$ cat src/rtl/core/mandelbrot_escape_time_pixel_top_macros.svh
// ----------------------------------------------------------------------------
// Assertion macros for the escape-time pixel block
// Shared property shapes, clocked on clk and held off during reset.
// ----------------------------------------------------------------------------
`ifndef MANDELBROT_ESCAPE_TIME_PIXEL_TOP_MACROS_SVH
`define MANDELBROT_ESCAPE_TIME_PIXEL_TOP_MACROS_SVH

// Consequent must hold in the same cycle as the antecedent.
`define MET_ASSERT_SAME(label, ante, cons, msg) \
	label: assert property (@(posedge clk) disable iff (!arst_n) (ante) |-> (cons)) \
		else $error(msg);

// Consequent must hold in the cycle after the antecedent.
`define MET_ASSERT_NEXT(label, ante, cons, msg) \
	label: assert property (@(posedge clk) disable iff (!arst_n) (ante) |=> (cons)) \
		else $error(msg);

`endif

$ cat src/rtl/core/met_pkg.sv
// ----------------------------------------------------------------------------
// met_pkg
// Widths, sequencer states and multiplier handshake types of the block.
// ----------------------------------------------------------------------------
package met_pkg;

	localparam int PX_W    = 12;  // pixel index
	localparam int ITER_W  = 16;  // iteration count
	localparam int Q_W     = 48;  // signed Q4.44 coordinate
	localparam int STEP_W  = 47;  // unsigned Q3.44 step
	localparam int FRAC_W  = 44;  // fraction bits
	localparam int Z_W     = 49;  // orbit component, |z| < 16
	localparam int PROD_W  = 53;  // product after the fraction shift
	localparam int EXT_W   = PROD_W + 1;
	localparam int HALF_W  = 24;  // low slice of a multiplier operand
	localparam int PART_W  = Z_W - HALF_W;  // signed partial operand
	localparam int ACC_W   = 2 * Z_W;       // exact full product
	localparam int CFG_W   = 48;
	localparam int IDX_W   = 3;

	typedef logic [IDX_W-1:0] reg_idx_t;
	localparam reg_idx_t REG_X_MIN    = 3'd0;
	localparam reg_idx_t REG_Y_MIN    = 3'd1;
	localparam reg_idx_t REG_X_STEP   = 3'd2;
	localparam reg_idx_t REG_Y_STEP   = 3'd3;
	localparam reg_idx_t REG_MAX_ITER = 3'd4;

	typedef enum logic [3:0] {
		ST_IDLE,
		ST_PT_X,
		ST_PT_Y,
		ST_PT_C,
		ST_XY_GO,
		ST_XY_WAIT,
		ST_ZR_GO,
		ST_ZR_WAIT,
		ST_ZI_GO,
		ST_ZI_WAIT,
		ST_FINISH
	} state_t;

	typedef struct packed {
		logic                  start;
		logic signed [Z_W-1:0] a;
		logic signed [Z_W-1:0] b;
	} mul_req_t;

	typedef struct packed {
		logic                     done;
		logic signed [PROD_W-1:0] prod;
	} mul_rsp_t;

endpackage

$ cat src/rtl/core/mandelbrot_escape_time_pixel_top.sv
// ----------------------------------------------------------------------------
// mandelbrot_escape_time_pixel_top
// Escape-time evaluator for one pixel of the Mandelbrot set, Q4.44 fixed point.
// ----------------------------------------------------------------------------
// Usage:
//   Write the window (x_min, y_min, x_step, y_step) and max_iter through the
//   cfg_we / cfg_index / cfg_wdata port while no pixel is in flight.
//   Send one pixel per transaction on s_axis: tdata = {py, px}. The block
//   forms c, iterates z = z*z + c, and returns one transaction on m_axis with
//   the pixel, the escape flag (tuser) and count and colour (tdata).
// Sequencing:
//   One pixel at a time; a new one is taken once the previous result is
//   parked in the output register. After acceptance the sequencer forms
//   c, then runs the iterations until escape or max_iter, then parks the result.
//   Each iteration runs three products through one shared multiplier
//   that takes four 25x25 partial products. The point c takes a 12x47
//   product and a saturating add per axis.
// Reset:
//   arst_n clears the sequencer and the output valid and restores the
//   registers to a window from -2 on both axes at about 0.004 per pixel, 20000 iterations.
// Back-pressure:
//   The result waits in the output register while m_axis_tready is low;
//   s_axis_tready returns high as soon as the result is parked there, so the
//   next pixel can start while the previous result still waits.
// ----------------------------------------------------------------------------
`include "mandelbrot_escape_time_pixel_top_macros.svh"

module mandelbrot_escape_time_pixel_top #(
	parameter int COORD_MAX = 4095
) (
	input  logic                          clk,
	input  logic                          arst_n,
	// configuration write port
	input  logic                          cfg_we,
	input  logic [met_pkg::IDX_W-1:0]     cfg_index,
	input  logic [met_pkg::CFG_W-1:0]     cfg_wdata,
	// pixel input
	input  logic                          s_axis_tvalid,
	output logic                          s_axis_tready,
	input  logic [23:0]                   s_axis_tdata,   // px[11:0], py[23:12]
	// result output
	output logic                          m_axis_tvalid,
	input  logic                          m_axis_tready,
	// out_px[11:0], out_py[23:12], iter_count[39:24], red[46:40],
	// green[53:47], blue[59:54], zero pad[63:60]
	output logic [63:0]                   m_axis_tdata,
	output logic [0:0]                    m_axis_tuser    // escaped[0]
);

	localparam int PXW  = met_pkg::PX_W;
	localparam int ITW  = met_pkg::ITER_W;
	localparam int QW   = met_pkg::Q_W;
	localparam int SW   = met_pkg::STEP_W;
	localparam int ZW   = met_pkg::Z_W;
	localparam int RW   = met_pkg::PROD_W;
	localparam int EW   = met_pkg::EXT_W;
	localparam int FW   = met_pkg::FRAC_W;
	localparam int PMW  = PXW + SW;     // index times step
	localparam int PTW  = PMW + 1;      // point sum, signed

	localparam logic [PXW-1:0]        CoordMaxC = PXW'(COORD_MAX);
	localparam logic signed [PTW-1:0] SatMax    = {{(PTW-QW+1){1'b0}}, {(QW-1){1'b1}}};
	localparam logic signed [EW-1:0]  FourQ     = EW'(4) <<< FW;
	localparam int                    ColorUnit = 25;

	localparam logic [QW-1:0]  XMinRst    = 48'hE000_0000_0000;
	localparam logic [QW-1:0]  YMinRst    = 48'hE000_0000_0000;
	localparam logic [SW-1:0]  XStepRst   = 47'd70368744177;
	localparam logic [SW-1:0]  YStepRst   = 47'd70368744177;
	localparam logic [ITW-1:0] MaxIterRst = 16'd20000;

	// configuration registers
	logic signed [QW-1:0] x_min_q;
	logic signed [QW-1:0] y_min_q;
	logic [SW-1:0]        x_step_q;
	logic [SW-1:0]        y_step_q;
	logic [ITW-1:0]       max_iter_q;

	// sequencer
	met_pkg::state_t state_q;
	met_pkg::state_t state_d;
	logic            out_load;

	// per-pixel working registers
	logic [PXW-1:0]        px_q;
	logic [PXW-1:0]        py_q;
	logic [ITW-1:0]        limit_q;
	logic [PMW-1:0]        pmul_q;
	logic signed [QW-1:0]  cr_q;
	logic signed [QW-1:0]  ci_q;
	logic signed [ZW-1:0]  zr_q;
	logic signed [ZW-1:0]  zi_q;
	logic signed [RW-1:0]  zr2_q;
	logic signed [RW-1:0]  zi2_q;
	logic [ITW-1:0]        k_q;
	logic [2:0]            m5_q;
	logic [1:0]            m4_q;
	logic [1:0]            m3_q;
	logic                  esc_q;

	// output register
	logic                  out_valid_q;
	logic [PXW-1:0]        out_px_q;
	logic [PXW-1:0]        out_py_q;
	logic                  out_esc_q;
	logic [ITW-1:0]        iter_q;
	logic [6:0]            red_q;
	logic [6:0]            green_q;
	logic [5:0]            blue_q;

	// combinational datapath
	logic [PXW-1:0]        px_in;
	logic [PXW-1:0]        py_in;
	logic [PXW-1:0]        pt_idx;
	logic [SW-1:0]         pt_step;
	logic signed [QW-1:0]  pt_base;
	logic signed [PTW-1:0] pt_sum;
	logic signed [QW-1:0]  pt_sat;
	logic signed [EW-1:0]  sum_r;
	logic signed [EW-1:0]  sum_i;
	logic signed [EW-1:0]  mag2;
	logic                  escape;
	logic                  last_iter;
	logic [ITW-1:0]        k_next;

	// status terms for the checks
	logic                  mul_wait;
	logic                  iter_go;
	logic                  out_inside;
	logic                  out_black;

	met_pkg::mul_req_t mul_req;
	met_pkg::mul_rsp_t mul_rsp;

	met_mul u_mul (
		.clk    (clk),
		.arst_n (arst_n),
		.req    (mul_req),
		.rsp    (mul_rsp)
	);

	// Clamp incoming indices to the coordinate limit.
	assign px_in = (s_axis_tdata[PXW-1:0] > CoordMaxC) ? CoordMaxC : s_axis_tdata[PXW-1:0];
	assign py_in = (s_axis_tdata[2*PXW-1:PXW] > CoordMaxC) ? CoordMaxC
		: s_axis_tdata[2*PXW-1:PXW];

	// Point c: index times step, plus base, saturated at the top of Q4.44.
	// The step is never negative, so the sum can't fall below the base range.
	assign pt_idx  = (state_q == met_pkg::ST_PT_X) ? px_q : py_q;
	assign pt_step = (state_q == met_pkg::ST_PT_X) ? x_step_q : y_step_q;
	assign pt_base = (state_q == met_pkg::ST_PT_Y) ? x_min_q : y_min_q;
	assign pt_sum  = PTW'(pt_base) + signed'({1'b0, pmul_q});
	assign pt_sat  = (pt_sum > SatMax) ? QW'(SatMax) : pt_sum[QW-1:0];

	// Orbit update from the cross product and the stored squares.
	assign sum_r = EW'(zr2_q) - EW'(zi2_q) + EW'(cr_q);
	assign sum_i = signed'({mul_rsp.prod, 1'b0}) + EW'(ci_q);

	// Escape test on |z|^2 once the second square arrives; exactly 4 stays in.
	assign mag2      = EW'(zr2_q) + EW'(mul_rsp.prod);
	assign escape    = mag2 > FourQ;
	assign k_next    = k_q + 1'b1;
	assign last_iter = (k_next == limit_q);

	assign s_axis_tready = (state_q == met_pkg::ST_IDLE);

	// Next state and multiplier issue.
	always_comb begin
		state_d       = state_q;
		mul_req.start = 1'b0;
		mul_req.a     = zr_q;
		mul_req.b     = zi_q;
		out_load      = 1'b0;
		unique case (state_q)
			met_pkg::ST_IDLE: begin
				if (s_axis_tvalid) begin
					state_d = met_pkg::ST_PT_X;
				end
			end
			met_pkg::ST_PT_X: state_d = met_pkg::ST_PT_Y;
			met_pkg::ST_PT_Y: state_d = met_pkg::ST_PT_C;
			met_pkg::ST_PT_C: begin
				state_d = (limit_q == '0) ? met_pkg::ST_FINISH : met_pkg::ST_XY_GO;
			end
			met_pkg::ST_XY_GO: begin
				mul_req.start = 1'b1;
				state_d       = met_pkg::ST_XY_WAIT;
			end
			met_pkg::ST_XY_WAIT: begin
				if (mul_rsp.done) begin
					state_d = met_pkg::ST_ZR_GO;
				end
			end
			met_pkg::ST_ZR_GO: begin
				mul_req.start = 1'b1;
				mul_req.b     = zr_q;
				state_d       = met_pkg::ST_ZR_WAIT;
			end
			met_pkg::ST_ZR_WAIT: begin
				if (mul_rsp.done) begin
					state_d = met_pkg::ST_ZI_GO;
				end
			end
			met_pkg::ST_ZI_GO: begin
				mul_req.start = 1'b1;
				mul_req.a     = zi_q;
				state_d       = met_pkg::ST_ZI_WAIT;
			end
			met_pkg::ST_ZI_WAIT: begin
				if (mul_rsp.done) begin
					state_d = (escape || last_iter) ? met_pkg::ST_FINISH : met_pkg::ST_XY_GO;
				end
			end
			met_pkg::ST_FINISH: begin
				// park the result once the output register is free
				if (!out_valid_q || m_axis_tready) begin
					out_load = 1'b1;
					state_d  = met_pkg::ST_IDLE;
				end
			end
			default: state_d = met_pkg::ST_IDLE;
		endcase
	end

	// Control state and configuration registers.
	always_ff @(posedge clk or negedge arst_n) begin
		if (!arst_n) begin
			state_q     <= met_pkg::ST_IDLE;
			out_valid_q <= 1'b0;
			x_min_q     <= signed'(XMinRst);
			y_min_q     <= signed'(YMinRst);
			x_step_q    <= XStepRst;
			y_step_q    <= YStepRst;
			max_iter_q  <= MaxIterRst;
		end else begin
			state_q <= state_d;
			if (out_load) begin
				out_valid_q <= 1'b1;
			end else if (m_axis_tready) begin
				out_valid_q <= 1'b0;
			end
			if (cfg_we) begin
				unique case (cfg_index)
					met_pkg::REG_X_MIN:    x_min_q    <= signed'(cfg_wdata);
					met_pkg::REG_Y_MIN:    y_min_q    <= signed'(cfg_wdata);
					met_pkg::REG_X_STEP:   x_step_q   <= cfg_wdata[SW-1:0];
					met_pkg::REG_Y_STEP:   y_step_q   <= cfg_wdata[SW-1:0];
					met_pkg::REG_MAX_ITER: max_iter_q <= cfg_wdata[ITW-1:0];
					default: ;  // drop writes past the register list
				endcase
			end
		end
	end

	// Per-pixel datapath.
	always_ff @(posedge clk) begin
		unique case (state_q)
			met_pkg::ST_IDLE: begin
				if (s_axis_tvalid) begin
					px_q    <= px_in;
					py_q    <= py_in;
					limit_q <= max_iter_q;
				end
			end
			met_pkg::ST_PT_X: begin
				pmul_q <= PMW'(pt_idx) * PMW'(pt_step);
			end
			met_pkg::ST_PT_Y: begin
				cr_q   <= pt_sat;
				pmul_q <= PMW'(pt_idx) * PMW'(pt_step);
			end
			met_pkg::ST_PT_C: begin
				ci_q  <= pt_sat;
				zr_q  <= '0;
				zi_q  <= '0;
				zr2_q <= '0;
				zi2_q <= '0;
				k_q   <= '0;
				m5_q  <= '0;
				m4_q  <= '0;
				m3_q  <= '0;
				esc_q <= 1'b0;
			end
			met_pkg::ST_XY_WAIT: begin
				if (mul_rsp.done) begin
					zr_q <= sum_r[ZW-1:0];
					zi_q <= sum_i[ZW-1:0];
				end
			end
			met_pkg::ST_ZR_WAIT: begin
				if (mul_rsp.done) begin
					zr2_q <= mul_rsp.prod;
				end
			end
			met_pkg::ST_ZI_WAIT: begin
				if (mul_rsp.done) begin
					zi2_q <= mul_rsp.prod;
					if (escape) begin
						esc_q <= 1'b1;
					end else begin
						// advance the count and its residues together
						k_q  <= k_next;
						m5_q <= (m5_q == 3'd4) ? 3'd0 : m5_q + 3'd1;
						m4_q <= m4_q + 2'd1;
						m3_q <= (m3_q == 2'd2) ? 2'd0 : m3_q + 2'd1;
					end
				end
			end
			default: ;
		endcase

		if (out_load) begin
			out_px_q  <= px_q;
			out_py_q  <= py_q;
			out_esc_q <= esc_q;
			iter_q    <= esc_q ? k_q : limit_q;
			red_q     <= esc_q ? 7'(ColorUnit * m5_q) : 7'd0;
			green_q   <= esc_q ? 7'(ColorUnit * m4_q) : 7'd0;
			blue_q    <= esc_q ? 6'(ColorUnit * m3_q) : 6'd0;
		end
	end

	assign m_axis_tvalid   = out_valid_q;
	assign m_axis_tdata    = {4'b0000, blue_q, green_q, red_q, iter_q, out_py_q, out_px_q};
	assign m_axis_tuser[0] = out_esc_q;

	assign mul_wait   = (state_q == met_pkg::ST_XY_WAIT) || (state_q == met_pkg::ST_ZR_WAIT)
		|| (state_q == met_pkg::ST_ZI_WAIT);
	assign iter_go    = (state_q == met_pkg::ST_XY_GO);
	assign out_inside = out_valid_q && !out_esc_q;
	assign out_black  = (red_q == 7'd0) && (green_q == 7'd0) && (blue_q == 6'd0);

	// A product only comes back while the sequencer waits for one.
	`MET_ASSERT_SAME(a_done_in_wait, mul_rsp.done, mul_wait, "product outside a wait state")
	// Every issued product is followed by its wait state.
	`MET_ASSERT_NEXT(a_issue_waits, mul_req.start, mul_wait, "product issued without a wait")
	// A new iteration only starts below the latched limit.
	`MET_ASSERT_SAME(a_iter_below_limit, iter_go, k_q < limit_q, "iteration past the limit")
	// Points that stay inside are reported black.
	`MET_ASSERT_SAME(a_inside_black, out_inside, out_black, "inside point not black")

endmodule

$ cat src/rtl/core/met_mul.sv
// ----------------------------------------------------------------------------
// met_mul
// Shared signed Q5.44 multiplier: four 25x25 partial products accumulated
// in turn, result floor-shifted by the fraction width.
// ----------------------------------------------------------------------------
module met_mul (
	input  logic               clk,
	input  logic               arst_n,
	input  met_pkg::mul_req_t  req,
	output met_pkg::mul_rsp_t  rsp
);

	localparam int ZW  = met_pkg::Z_W;
	localparam int HW  = met_pkg::HALF_W;
	localparam int PW  = met_pkg::PART_W;
	localparam int AW  = met_pkg::ACC_W;
	localparam int FW  = met_pkg::FRAC_W;
	localparam int RW  = met_pkg::PROD_W;
	localparam logic [1:0] LastStep = 2'd3;

	logic                 busy_q;
	logic [1:0]           step_q;
	logic                 done_q;
	logic signed [ZW-1:0] a_q;
	logic signed [ZW-1:0] b_q;
	logic signed [AW-1:0] acc_q;

	logic signed [PW-1:0]   op_a;
	logic signed [PW-1:0]   op_b;
	logic [6:0]             shamt;
	logic signed [2*PW-1:0] part;
	logic signed [AW-1:0]   term;

	// Pick operand slices: low slices are zero-extended, high slices carry sign.
	always_comb begin
		unique case (step_q)
			2'd0: begin
				op_a  = signed'({1'b0, a_q[HW-1:0]});
				op_b  = signed'({1'b0, b_q[HW-1:0]});
				shamt = 7'd0;
			end
			2'd1: begin
				op_a  = signed'(a_q[ZW-1:HW]);
				op_b  = signed'({1'b0, b_q[HW-1:0]});
				shamt = 7'(HW);
			end
			2'd2: begin
				op_a  = signed'({1'b0, a_q[HW-1:0]});
				op_b  = signed'(b_q[ZW-1:HW]);
				shamt = 7'(HW);
			end
			default: begin
				op_a  = signed'(a_q[ZW-1:HW]);
				op_b  = signed'(b_q[ZW-1:HW]);
				shamt = 7'(2 * HW);
			end
		endcase
		part = op_a * op_b;
		term = AW'(part) <<< shamt;
	end

	always_ff @(posedge clk or negedge arst_n) begin
		if (!arst_n) begin
			busy_q <= 1'b0;
			step_q <= 2'd0;
			done_q <= 1'b0;
		end else begin
			done_q <= busy_q && (step_q == LastStep);
			if (req.start) begin
				busy_q <= 1'b1;
				step_q <= 2'd0;
			end else if (busy_q) begin
				step_q <= step_q + 2'd1;
				if (step_q == LastStep) begin
					busy_q <= 1'b0;
				end
			end
		end
	end

	always_ff @(posedge clk) begin
		if (req.start) begin
			a_q   <= req.a;
			b_q   <= req.b;
			acc_q <= '0;
		end else if (busy_q) begin
			acc_q <= acc_q + term;
		end
	end

	assign rsp.done = done_q;
	assign rsp.prod = signed'(acc_q[FW+RW-1:FW]);

endmodule
$ cat config.mk
export PLATFORM = sky130hd
export DESIGN_NAME = mandelbrot_escape_time_pixel_top
export DESIGN_NICKNAME = d
export VERILOG_FILES = /design/src/rtl/core/met_pkg.sv /design/src/rtl/core/mandelbrot_escape_time_pixel_top.sv /design/src/rtl/core/met_mul.sv
export VERILOG_INCLUDE_DIRS = /design/src /design/src/rtl/core
export SDC_FILE = /design/constraint.sdc
export NUM_CORES = 2
export LEC_CHECK = 0
export BUFFER_PORTS_ARGS = -buffer_cell sky130_fd_sc_hd__buf_4
export CAP_MARGIN = 30
export CORE_MARGIN = 2
export CORE_UTILIZATION = 40
export CTS_CLUSTER_SIZE = 40
export DETAILED_ROUTE_END_ITERATION = 8
export GPL_TIMING_DRIVEN = 0
export PLACE_DENSITY = 0.59
export SLEW_MARGIN = 20
export SYNTH_ARGS = -nofsm -noshare
export SYNTH_HDL_FRONTEND = slang
export SYNTH_HIERARCHICAL = 1
export SYNTH_SLANG_ARGS = --single-unit
$ cat constraint.sdc
create_clock -name clk -period 11 [get_ports clk]
set_clock_uncertainty 0.05 [all_clocks]
set_input_delay 2.2 -clock clk [delete_from_list [all_inputs] [get_ports clk]]
set_output_delay 2.2 -clock clk [all_outputs]
set_load 0.05 [all_outputs]
; ---- Word level (Yosys, flattened, before mapping)
; Cells that the tools add are included.
[totals]
regBits = 891
input_bits = 80
out_inout_bits = 67
word_cells = 165
[op_classes]
n_addsub = 11
mul = 5
magnitude_cmp = 4
eq_ne = 27
shifts = 1
mux = 52
n_reduce_logical = 30
[ops]
columns = cell, count
row1 = $pmux W49 S2, 3
row2 = $mux W49, 4
row3 = $pmux W53 S2, 1
row4 = $add A49 B48 Y49, 2
row5 = $add A98 B98 Y98, 1
row6 = $sshl A50 B6 Y98, 1
row7 = $mux W48, 2
row8 = $add A48 B60 Y60, 1
row9 = $gt A60 B48 Y1 const B, 1
row10 = $mul A12 B47 Y59, 1
row11 = $add A53 B53 Y54, 1
row12 = $gt A54 B48 Y1 const B, 1
row13 = $mux W53, 1
row14 = $mul A25 B25 Y50, 1
row15 = $mux W25, 2
row16 = $sub A49 B49 Y49, 1
row17 = $mux W16, 3
row18 = $mux W47, 1
row19 = $pmux W4 S11, 1
row20 = $pmux W16 S2, 1
row21 = $mux W4, 7
row22 = $gt A12 B12 Y1 const B, 2
row23 = $reduce_and A2 Y1, 9
row24 = $add A16 B1 Y16 const B, 1
row25 = other kinds (37), 81

; ---- Longest topological paths before layout
[logic_depth]
ltp_word = 6
mapped_depth = 53
depth_no_buf = 47

; ---- Cells and area by module
; Netlist, hierarchy kept.
[modules_own_cells]
columns = mod, n_inst, cells_per_inst, area_each_um2, seq_area_each_um2
row1 = mandelbrot_escape_time_pixel_top, 1, 5642, 57903.0, 19600.0
row2 = met_mul, 1, 4251, 37692.4, 4984.8

; ---- Least setup slack after synthesis
; Ideal clock, no wire load.
[synth_path]
kind = register -> register
startpoint = register u_mul.step_q[0]
endpoint = register u_mul.acc_q[95]
setup_time_ns = 0.117
arrival_time_ns = 11.557
setup_slack_ns = -0.724
stages_incl_launch_ff = 47
synth_period_minus_slack_ns = 11.724
cell_sequence = dfrtp_1 -> inv_1 -> ha_1 -> nor2_1 -> buf_1 -> buf_1 -> mux2i_1 -> clkbuf_1 -> nor2_1 -> fa_1 -> fa_1 -> inv_1 -> fa_1 -> inv_1 -> fa_1 -> fa_1 -> fa_1 -> fa_1 -> [... 11 more ...] -> buf_2 -> nor2_1 -> a21oi_1 -> a21oi_1 -> mux2_2 -> ha_1 -> buf_2 -> nand4_1 -> or3_1 -> nor3_1 -> nand4b_1 -> o31ai_4 -> a31oi_1 -> o31a_1 -> o221a_4 -> o31ai_2 -> xor2_1 -> a22o_1
[synth_between]
elab_chain_cells = 6
[synth_lines]
columns = element, line_no
row1 = from (decl), met_mul.sv:22  ; logic [1:0] step_q;
row2 = from (signal assigned), met_mul.sv:73  ; step_q <= step_q + 2'd1;
row3 = "$eq A2 B2 Y1, or another cell as far along", met_mul.sv:36  ; unique case (step_q)
row4 = $reduce_or A2 Y1 (no line), --
row5 = $mux W25, met_mul.sv:36
row6 = $mul A25 B25 Y50, met_mul.sv:58  ; part = op_a * op_b;
row7 = $sshl A50 B6 Y98 (*), met_mul.sv:59  ; term = AW'(part) <<< shamt;
row8 = $add A98 B98 Y98 (*), met_mul.sv:87  ; acc_q <= acc_q + term;
row9 = to (signal assigned), met_mul.sv:87
row10 = to (decl), met_mul.sv:26  ; logic signed [AW-1:0] acc_q;
; Every way passes the cells marked *; elsewhere a longest branch is shown, timed or not.
; A chain may end at the register's enable or synchronous reset.

; ---- Worst setup path in the final report
[layout_path]
startpoint = register u_mul.step_q[0]
endpoint = register u_mul.acc_q[96]
; The elaborated chain is that of the path after synthesis.

==> out/qor.yml <==
status: "complete, but fails checks"
failed_checks: "negative setup slack"
grt_max_degree: 83
cp_max_fo: 7
final_nets: 12300
tritoncts: "built"
critPathKind: "register to register"
dieArea_sq_um: 243000
final_area_sq_um: 112000
pre_cts_ws_ns: -3.93
synth.area.top_cells: "fa_1 (24%), edfxtp_1 (18%), ha_1 (7.3%)"
clock-sinks: 885
die_width_um: 493
vias_per_cell: 5.48
overflow: 0
whs_ns: 0.394
hold_path_class: "register to register"
cp-end-kind: "register"
ios: 147
area_growth_pct: 17.4
setup_viol: 34
worst_pin_slew_ns: 1.05
place.gp.congestion: 0.983
final_util_pct: 47.2
post-route-min-period_ns: 11.75
synthFlopType: "edfxtp_1"
finalCritPeriodShare_pct: 107
wl_per_cell_um: 24.8
wl_um: 340000
max-slew-margin-rel_pct: 30.1
yosysTopAreaCell: "fa_1"
drc: 0
synthArstFlopShare_pct: 24.3
yosysUniqueCellTypes: 108
start_kind: "register"
crit_top_cell: "fa_1"
fillers: 22300
hold_viol_final: 0
htreeDepth: 3
start_util_pct: 40.2
drive_gt1_share_pct: 18.7
synth_warnings: 6
rsz0062_at_grt: "true"
grt_pass1_vias: 77300
ant_nets: 0
cap_violations: 0
clock-root-buffer: "clkbuf_16"
placedInstanceArea_sq_um: 101000
die_h_um: 493
regArea_sq_um: 24600
syn_area_sq_um: 95600
cts.clk_slew.worst_paths_ns: 0.06
syn-instance-count: 9893
critical_path.slowest_cell: "fa_1"
firstDrtPassIters: 6
dp_hpwl_um: 280000
grt_usage_pct: 27.7
core_sq_um: 238000
port_buffers: 116
max_stage_delay_ns: 0.54
antenna_found_initial: 19
grt_pass1_wl_um: 504000
cts_buffer_depth: 3
crit_family: "adder cells"
rows: 179
drv_slew: 0
drtIter0Drc: 6250
setup_ws_ns: -0.750
postCtsHoldBufs: 0
yosys-top-cells-count: "inv_1 (1401), fa_1 (1160), nand2_1 (1054), nor2_1 (894), edfxtp_1 (573)"
synth_area_per_cell_sq_um: 9.66
vias: 75300
synth_top_area_share_pct: 24.3
synth_edf_count: 573
fmax_mhz: 85.1
ys_seq_elements: 885
multi_input_area_sq_um: 67200
yosysMostFrequentCell: "inv_1"
crit_required_ns: 11.67
critical_path_arrival_ns: 12.42
clock_latency_ns: 0.80
critical_path_buf_inv_count: 11
cts_made_buffers: 101
yosysSeqAreaShare_pct: 25.7
==> kinds of logic after synthesis <==
family	Yosys count	share of synthesized area, %
adder cells (fa/ha/maj)	1717	31.6
buffers and inverters	1893	7.74
flip-flops	885	25.7
AO/OA/AOI/OAI	1569	10.6
XOR/XNOR	385	3.53
multiplexers	684	7.80
AND/OR/NAND/NOR	2759	13.0
other	1	0.00392
==> worst reg2reg max path: cells and delay by family, from the launching register on <==
| kind | cells | cell delay (ns) |
|---|---|---|
| xor+xnor | 2 | 0.35 |
| flops | 1 | 0.45 |
| mux | 2 | 0.45 |
| compound gates | 11 | 2.71 |
| buf+inv | 11 | 1.33 |
| fa+ha+maj | 10 | 4.25 |
| simple gates | 11 | 2.08 |
==> state kept, by name, indices dropped and copies added, names as in the netlist, 49 cells and up <==
signal and cells:
u_mul/acc_q 97, pmul_q 59, zr2_q 53, u_mul/a_q 49, u_mul/b_q 49, zi2_q 49
zi_q 49, zr_q 49
==> metal layers <==
metal	share of wire, %	vias to the layer above	GRT usage (%)
met4	5.1	4	11.6
met1	42	38200	37.2
li1	-	33800	-
met5	0.0079	-	0
met3	6.3	610	3.60
met2	46	2667	45.2
==> what timing repair did <==
action / in CTS / in global routing
buffers inserted: 230 / 95
gates cloned: 9 / 1
endpoints found under the setup margin: 74 / 62
pin swaps: 166 / 128
gates resized for setup: 746 / 312
==> metrics by stage <==
step / setup TNS [ns] / instances
4_1_cts: -7.81 / 13600
5_1_grt: -22.64 / 13700
3_3_place_gp: -228.79 / 13200
6_report: -11.81 / 13700
3_5_place_dp: -181.78 / 13200
2_1_floorplan: 0 / 9898
==> final cells by class <==
cell class / count / share of cell area, %
flip-flops and latches: 885 / 21.9
clock buffers: 120 / 2.36
diodes: 6 / 0.0134
plain buffers: 456 / 2.70
repair buffers: 503 / 4.19
inverters: 1402 / 4.71
multi-input cells: 7120 / 59.9
well taps: 3167 / 3.53
clock inverters: 71 / 0.737
==> cell usage in the layout, fill, tap and decap left out, types with 44 or more instances in the layout <==
cell type / n
mux2_2: 448
ha_1: 493
mux2i_4: 44
nor2b_1: 48
buf_4: 466
o21bai_1: 74
nand4_1: 92
xor2_1: 143
nand2_1: 1030
o21a_1: 62
a21oi_2: 56
edfxtp_1: 573
o21ai_0: 221
o21ai_1: 47
inv_1: 1357
and2_1: 175
clkbuf_1: 266
nor2_1: 872
xnor2_1: 216
dfxtp_1: 97
fa_1: 1118
dfstp_2: 45
nand3_1: 78
dfrtp_1: 168
nand2b_1: 95
mux2i_1: 129
clkbuf_16: 123
nor3_1: 88
a21o_1: 226
buf_6: 59
a21oi_1: 427
ha_4: 50
==> final timing paths <==
kind	startpoint	to	slack, ns	cells after the start
max	u_mul/step_q[0]	u_mul/acc_q[96]	-0.75	47
min	max_iter_q[4]	limit_q[4]	0.39	0
max reg2reg	u_mul/step_q[0]	u_mul/acc_q[96]	-0.75	47
min reg2reg	max_iter_q[4]	limit_q[4]	0.39	0
max in group asynchronous	arst_n	y_min_q[46]	8.70	2
min in group asynchronous	arst_n	x_step_q[11]	1.28	1
Power is not shown: default switching activity piles up to over one toggle a cycle in this logic, so the estimate is an artifact.
